--- src/sv/sdtq_pkg.sv ---
// Package for the sorted deadline timer queue.
// Holds the sizes, the input mode codes, the cell operation codes and the
// types shared by the cell and the top level. Depends on nothing.
package sdtq_pkg;

  localparam int QUEUE_DEPTH = 16;
  localparam int OWNER_BITS  = 8;
  localparam int TIME_BITS   = 32;
  localparam int DELAY_BITS  = 16;

  localparam logic [1:0] MODE_ADD  = 2'd0;
  localparam logic [1:0] MODE_DEL  = 2'd1;
  localparam logic [1:0] MODE_TICK = 2'd2;

  localparam logic [1:0] OP_HOLD   = 2'd0;
  localparam logic [1:0] OP_INSERT = 2'd1;
  localparam logic [1:0] OP_REMOVE = 2'd2;

  typedef struct packed {
    logic                  vld;
    logic [TIME_BITS-1:0]  dl;
    logic [OWNER_BITS-1:0] own;
  } entry_t;

  typedef struct packed {
    logic [1:0]            op;
    logic                  match_en;
    logic [TIME_BITS-1:0]  new_dl;
    logic [OWNER_BITS-1:0] new_own;
  } cell_ctl_t;

endpackage

--- src/sv/sdtq_cell.sv ---
// One slot of the sorted alarm chain: a deadline, an owner and a valid bit.
// Shifts right on insert and left on removal, using its neighbors' entries.
// Depends on sdtq_pkg.
module sdtq_cell (
  input  logic               clk,
  input  logic               rst_n,
  input  sdtq_pkg::cell_ctl_t ctl,
  input  sdtq_pkg::entry_t   left_ent,
  input  sdtq_pkg::entry_t   right_ent,
  input  logic               keep_in,
  output logic               keep_out,
  input  logic               hit_in,
  output logic               hit_out,
  output sdtq_pkg::entry_t   ent
);
  import sdtq_pkg::*;

  logic                  vld_r, vld_nxt;
  logic [TIME_BITS-1:0]  dl_r, dl_nxt;
  logic [OWNER_BITS-1:0] own_r, own_nxt;
  logic                  keep;

  assign keep     = vld_r && (dl_r < ctl.new_dl);
  assign keep_out = keep;
  assign hit_out  = hit_in || (ctl.match_en && vld_r && (own_r == ctl.new_own));

  always_comb begin
    vld_nxt = vld_r;
    dl_nxt  = dl_r;
    own_nxt = own_r;
    unique case (ctl.op)
      OP_INSERT: begin
        if (!keep) begin
          if (keep_in) begin
            vld_nxt = 1'b1;
            dl_nxt  = ctl.new_dl;
            own_nxt = ctl.new_own;
          end else begin
            vld_nxt = left_ent.vld;
            dl_nxt  = left_ent.dl;
            own_nxt = left_ent.own;
          end
        end
      end
      OP_REMOVE: begin
        if (hit_out) begin
          vld_nxt = right_ent.vld;
          dl_nxt  = right_ent.dl;
          own_nxt = right_ent.own;
        end
      end
      default: begin
      end
    endcase
  end

  always_ff @(posedge clk) begin
    if (!rst_n) begin
      vld_r <= 1'b0;
    end else begin
      vld_r <= vld_nxt;
    end
  end

  always_ff @(posedge clk) begin
    dl_r  <= dl_nxt;
    own_r <= own_nxt;
  end

  assign ent = '{vld: vld_r, dl: dl_r, own: own_r};

endmodule

--- src/sv/sorted_deadline_timer_queue.sv ---
// Sorted deadline timer queue: a chain of cells kept in deadline order.
// Add inserts the alarm in deadline order; delete removes matching alarms one at a time and
// tick pops expired alarms one at a time, each ending with a closing last word.
// Results leave through one output register; a new word is taken once the
// previous one has closed. Synchronous reset empties the queue, zeroes time.
module sorted_deadline_timer_queue (
  input  logic                            clk,
  input  logic                            rst_n,
  input  logic                            in_valid,
  output logic                            in_stall,
  input  logic [1:0]                      in_mode,
  input  logic [sdtq_pkg::OWNER_BITS-1:0] in_owner,
  input  logic [sdtq_pkg::DELAY_BITS-1:0] in_delay,
  output logic                            out_valid,
  input  logic                            out_stall,
  output logic                            out_kind,
  output logic [sdtq_pkg::OWNER_BITS-1:0] out_owner_out,
  output logic                            out_accepted,
  output logic                            out_became_earliest,
  output logic                            out_removed_any,
  output logic                            out_last
);
  import sdtq_pkg::*;

  localparam logic [1:0] S_IDLE = 2'd0;
  localparam logic [1:0] S_DEL  = 2'd1;
  localparam logic [1:0] S_TICK = 2'd2;

  logic [1:0]            state_r, state_nxt;
  logic [TIME_BITS-1:0]  now_r, now_nxt;
  logic [OWNER_BITS-1:0] del_own_r, del_own_nxt;
  logic                  removed_r, removed_nxt;

  logic                  ov_r, ov_nxt;
  logic                  ok_r, ok_nxt;
  logic [OWNER_BITS-1:0] oo_r, oo_nxt;
  logic                  oa_r, oa_nxt;
  logic                  oe_r, oe_nxt;
  logic                  orm_r, orm_nxt;
  logic                  ol_r, ol_nxt;

  cell_ctl_t             ctl;
  logic                  hit_start;
  entry_t                ent [QUEUE_DEPTH];
  entry_t                left_e [QUEUE_DEPTH];
  entry_t                right_e [QUEUE_DEPTH];
  logic [QUEUE_DEPTH:0]  keep_c;
  logic [QUEUE_DEPTH:0]  hit_c;

  logic                  out_free;
  logic                  accept;
  logic [TIME_BITS:0]    sum;
  logic [TIME_BITS-1:0]  new_dl;
  logic                  pop;

  assign keep_c[0] = 1'b1;
  assign hit_c[0]  = hit_start;

  genvar gi;
  generate
    for (gi = 0; gi < QUEUE_DEPTH; gi++) begin : g_cell
      if (gi == 0) begin : g_first
        assign left_e[gi] = '0;
      end else begin : g_mid
        assign left_e[gi] = ent[gi-1];
      end
      if (gi == QUEUE_DEPTH - 1) begin : g_last
        assign right_e[gi] = '0;
      end else begin : g_body
        assign right_e[gi] = ent[gi+1];
      end
      sdtq_cell u_cell (
        .clk       (clk),
        .rst_n     (rst_n),
        .ctl       (ctl),
        .left_ent  (left_e[gi]),
        .right_ent (right_e[gi]),
        .keep_in   (keep_c[gi]),
        .keep_out  (keep_c[gi+1]),
        .hit_in    (hit_c[gi]),
        .hit_out   (hit_c[gi+1]),
        .ent       (ent[gi])
      );
    end
  endgenerate

  assign out_free = !ov_r || !out_stall;
  assign in_stall = (state_r != S_IDLE) || !out_free;
  assign accept   = in_valid && !in_stall;

  assign sum    = {1'b0, now_r} + {{(TIME_BITS + 1 - DELAY_BITS){1'b0}}, in_delay};
  assign new_dl = sum[TIME_BITS] ? {TIME_BITS{1'b1}} : sum[TIME_BITS-1:0];
  assign pop    = ent[0].vld && (ent[0].dl <= now_r) && out_free;

  always_comb begin
    state_nxt   = state_r;
    now_nxt     = now_r;
    del_own_nxt = del_own_r;
    removed_nxt = removed_r;
    ov_nxt      = ov_r && out_stall;
    ok_nxt      = ok_r;
    oo_nxt      = oo_r;
    oa_nxt      = oa_r;
    oe_nxt      = oe_r;
    orm_nxt     = orm_r;
    ol_nxt      = ol_r;
    ctl         = '{op: OP_HOLD, match_en: 1'b0, new_dl: new_dl, new_own: in_owner};
    hit_start   = 1'b0;
    unique case (state_r)
      S_IDLE: begin
        if (accept) begin
          ov_nxt  = 1'b1;
          ok_nxt  = 1'b0;
          oo_nxt  = '0;
          oa_nxt  = 1'b0;
          oe_nxt  = 1'b0;
          orm_nxt = 1'b0;
          ol_nxt  = 1'b1;
          unique case (in_mode)
            MODE_ADD: begin
              if (!ent[QUEUE_DEPTH-1].vld) begin
                ctl.op = OP_INSERT;
                oa_nxt = 1'b1;
                oe_nxt = !ent[0].vld || (new_dl < ent[0].dl);
              end
            end
            MODE_DEL: begin
              ov_nxt      = 1'b0;
              del_own_nxt = in_owner;
              removed_nxt = 1'b0;
              state_nxt   = S_DEL;
            end
            MODE_TICK: begin
              ov_nxt = 1'b0;
              if (now_r != {TIME_BITS{1'b1}}) begin
                now_nxt = now_r + TIME_BITS'(1);
              end
              state_nxt = S_TICK;
            end
            default: begin
            end
          endcase
        end
      end
      S_DEL: begin
        ctl.op       = OP_REMOVE;
        ctl.match_en = 1'b1;
        ctl.new_own  = del_own_r;
        if (hit_c[QUEUE_DEPTH]) begin
          removed_nxt = 1'b1;
        end else if (out_free) begin
          ov_nxt    = 1'b1;
          ok_nxt    = 1'b0;
          oo_nxt    = '0;
          oa_nxt    = 1'b0;
          oe_nxt    = 1'b0;
          orm_nxt   = removed_r;
          ol_nxt    = 1'b1;
          state_nxt = S_IDLE;
        end
      end
      S_TICK: begin
        if (pop) begin
          ctl.op    = OP_REMOVE;
          hit_start = 1'b1;
          ov_nxt    = 1'b1;
          ok_nxt    = 1'b1;
          oo_nxt    = ent[0].own;
          oa_nxt    = 1'b0;
          oe_nxt    = 1'b0;
          orm_nxt   = 1'b0;
          ol_nxt    = 1'b0;
        end else if (out_free && !(ent[0].vld && (ent[0].dl <= now_r))) begin
          ov_nxt    = 1'b1;
          ok_nxt    = 1'b0;
          oo_nxt    = '0;
          oa_nxt    = 1'b0;
          oe_nxt    = 1'b0;
          orm_nxt   = 1'b0;
          ol_nxt    = 1'b1;
          state_nxt = S_IDLE;
        end
      end
      default: begin
        state_nxt = S_IDLE;
      end
    endcase
  end

  always_ff @(posedge clk) begin
    if (!rst_n) begin
      state_r <= S_IDLE;
      now_r   <= '0;
      ov_r    <= 1'b0;
    end else begin
      state_r <= state_nxt;
      now_r   <= now_nxt;
      ov_r    <= ov_nxt;
    end
  end

  always_ff @(posedge clk) begin
    del_own_r <= del_own_nxt;
    removed_r <= removed_nxt;
    ok_r      <= ok_nxt;
    oo_r      <= oo_nxt;
    oa_r      <= oa_nxt;
    oe_r      <= oe_nxt;
    orm_r     <= orm_nxt;
    ol_r      <= ol_nxt;
  end

  assign out_valid           = ov_r;
  assign out_kind            = ok_r;
  assign out_owner_out       = oo_r;
  assign out_accepted        = oa_r;
  assign out_became_earliest = oe_r;
  assign out_removed_any     = orm_r;
  assign out_last            = ol_r;

endmodule

--- config.mk ---
export PLATFORM = sky130hd
export DESIGN_NAME = sorted_deadline_timer_queue
export DESIGN_NICKNAME = d
export VERILOG_FILES = /design/src/sv/sdtq_pkg.sv /design/src/sv/sdtq_cell.sv /design/src/sv/sorted_deadline_timer_queue.sv
export SDC_FILE = /design/constraint.sdc
export NUM_CORES = 2
export LEC_CHECK = 0
export BUFFER_PORTS_ARGS = -buffer_cell sky130_fd_sc_hd__clkbuf_2
export CAP_MARGIN = 20
export CORE_UTILIZATION = 50
export CTS_BUF_LIST = sky130_fd_sc_hd__clkbuf_8
export DETAILED_ROUTE_END_ITERATION = 7
export PLACE_DENSITY = 0.76
export REMOVE_ABC_BUFFERS = 1
export SLEW_MARGIN = 40
export SYNTH_ARGS = -nofsm -noshare
export SYNTH_HDL_FRONTEND = slang
export SYNTH_HIERARCHICAL = 1
export SYNTH_SLANG_ARGS = --single-unit
--- constraint.sdc ---
create_clock -name clk -period 14.45 [get_ports clk]
set_clock_uncertainty 0.05 [all_clocks]
set_input_delay 0 -clock clk [delete_from_list [all_inputs] [get_ports clk]]
set_output_delay 0 -clock clk [all_outputs]
set_load 0.005 [all_outputs]
==> run_results.csv <==
group,metric,value,unit
timing,fin_setup_tns,0,ns
cells_and_area,finalNetCount,6368,
clock_tree,clkSinkCount,713,
place,place_area,56040,um2
clock_tree,cts_tree,"built",
floorplan,dieArea,108500,um2
floorplan,core_region_area,105700,um2
timing,maxSlewViolCount,0,
worst_setup_path,cp_data_arrival_time,8.54,ns
clock_tree,ctsRootBufferMaster,"clkbuf_8",
route,totalWireLength,162.5,mm
clock_tree,post-cts-setup-buffers,0,
worst_setup_path,critPathMaxStageDelay,0.96,ns
global_route,grt_pass1_wl,249.1,mm
logic_synthesis,syn_area_per_cell,9.493,um2
timing,hold_viol,0,
route,wire_per_inst,22.41,um
power,ir_drop,0.07514,mV
global_route,grt_usage,0.2950,
floorplan,die_height,329.4,um
route,ant_nets,0,
floorplan,start_util,0.5070,
floorplan,num_rows,119,
place,io_buffers,44,
cells_and_area,area.sequential,20900,um2
worst_setup_path,crit_type,"reg -> reg",
timing,finalCriticalPeriod,8.176,ns
run_status,status,"finished, final reports clean",
worst_setup_path,start_kind,"flop",
timing,tightestPinTransition,0.9370,ns
worst_setup_path,reg2reg_from,"now_r[16]",
cells_and_area,stdcell_area,58650,um2
cells_and_area,syn_to_final_growth,9.422,%
clock_tree,cts_resized,0,
floorplan,io_pins,45,
clock_tree,hold_buffers,27,
global_route,antenna_found_initial,6,
timing,setup-violations-final,0,
timing,max_freq,122.3,MHz
place,gp_congestion,0.9274,
cells_and_area,multi_input_area,30250,um2
clock_tree,cts_max_path_buffers,3,
power,power.density,104.9,nW/um2
route,drtIter0Drc,4649,
worst_setup_path,timing.critical_path.mode_cell,"a41o_1",
clock_tree,clk_latency,0.80,ns
timing,rsz0062_at_grt,"false",
global_route,grt_start_max_net_pins,84,
global_route,overflow,0,
worst_setup_path,cp_max_fo,13,
route,vias,44330,
worst_setup_path,cp_top_family,"compound AO/OA/AOI/OAI gates",
logic_synthesis,syn-cell-area,53600,um2
clock_tree,clk_pin_slew,0.07,ns
timing,period_share,0.5658,
route,drc,0,
cells_and_area,drive_gt1_frac,0.07753,
clock_tree,cts_buffers,119,
clock_tree,htreeDepth,3,
floorplan,die-width,329.4,um
logic_synthesis,yosysWarningCount,6,
min_path,hp-class,"in -> reg",
route,viasPerCell,6.115,
global_route,grt_pass1_vias,43830,
power,power_leakage,20.81,nW
worst_setup_path,startpoint,"now_r[16]",
worst_setup_path,path_buf_inv,3,
route,first_pass_iters,6,
worst_setup_path,crit_path_end_kind,"flop",
min_path,min_from,"in_delay[6]",
worst_setup_path,slowest_stage,"dlygate4sd3_1",
logic_synthesis,synth_cells,5646,
place,hpwl,114.6,mm
timing,slew_headroom,0.3696,
worst_setup_path,cp_data_required_time,14.81,ns
cells_and_area,fill_cells,9142,
flow_run,drv_cap,0,
-- worst reg2reg max path, stage by stage (launching register included) --
cell and delay [ns]:
dfxtp_1 0.50, inv_1 0.14, ha_1 0.30, nand4_1 0.13, nor4_1 0.84, o31a_1 0.36
o31ai_1 0.09, buf_4 0.19, a41o_1 0.24, a41o_1 0.24, a41o_1 0.23, a41o_1 0.24
a41o_1 0.22, a41o_1 0.23, a41o_1 0.25, a41o_1 0.24, a41o_1 0.23, a41o_1 0.24
a41o_1 0.22, a41o_1 0.23, a41o_1 0.23, a41o_1 0.24, a41o_1 0.24, a41o_1 0.27
a21oi_1 0.15, nor2_1 0.10, a211oi_4 0.20, dlygate4sd3_1 0.96
-- power breakdown --
group | internal [W] | switching, W | total (W) | leakage, nW
logic | 0.000566 | 0.00106 | 0.00163 | 13.1
clock network | 0.000869 | 0.000907 | 0.00178 | 1.28
registers | 0.00257 | 0.000176 | 0.00275 | 6.47
-- sequential cells by signal (all words and copies together) (netlist names), 2 cells and up --
register	cells
g_cell.u_cell/dl_r	512
state_r	2
g_cell.u_cell/vld_r	16
del_own_r	8
g_cell.u_cell/own_r	128
out_owner_out	8
now_r	32
-- per-layer routing --
metal / vias up / track usage / part of all wire
li1: 20490 / - / -
met1: 21100 / 0.3685 / 0.39
met2: 2134 / 0.4826 / 0.46
met3: 609 / 0.05492 / 0.087
met4: 0 / 0.1600 / 0.057
met5: - / 0 / 0
-- cell usage in the layout (no fill, tap or decap), types with 85 or more instances in the layout --
cell type    n
o21ai_0    104
ha_1       583
a21oi_1    244
nand4_1    147
clkbuf_8   124
xor2_1     104
o21ai_1    640
nand2_1    805
mux2i_1    662
buf_4       85
inv_1      634
edfxtp_1   662
-- cell type report --
type / instances / share of cell area
diodes: 2 / 0.00008534
clock buffers: 124 / 0.02910
clock inverters: 99 / 0.009323
inverters: 602 / 0.03853
multi-input cells: 4156 / 0.5158
flip-flops and latches: 713 / 0.3564
well taps: 1391 / 0.02968
repair buffers: 162 / 0.02112
-- metrics by stage --
stage               total power [W]  utilization  hold WS (ns)  worst slack (ns)  cells
floorplan                  0.003851            -       0.04887             5.802   5471
CTS                        0.006114       0.5540        0.3255             6.474   7243
global route               0.006421       0.5547        0.4076             6.063   7248
finish                     0.006152       0.5548        0.3919             6.274   7249
detailed placement         0.004353       0.5301        0.1645             7.096   6993
global placement           0.004271       0.5286        0.1696             7.039   6992
-- final timing paths --
path                            slack [ns]                  endpoint  cells past startpoint
worst min-delay path                  0.39  g_cell[2].u_cell/dl_r[6]                      7
worst max register to register        6.27       out_became_earliest                     27
worst max-delay path                  6.27       out_became_earliest                     27
worst min register to register        0.45                 now_r[12]                      2
No activity file was read; power rests on OpenSTA's default activity.
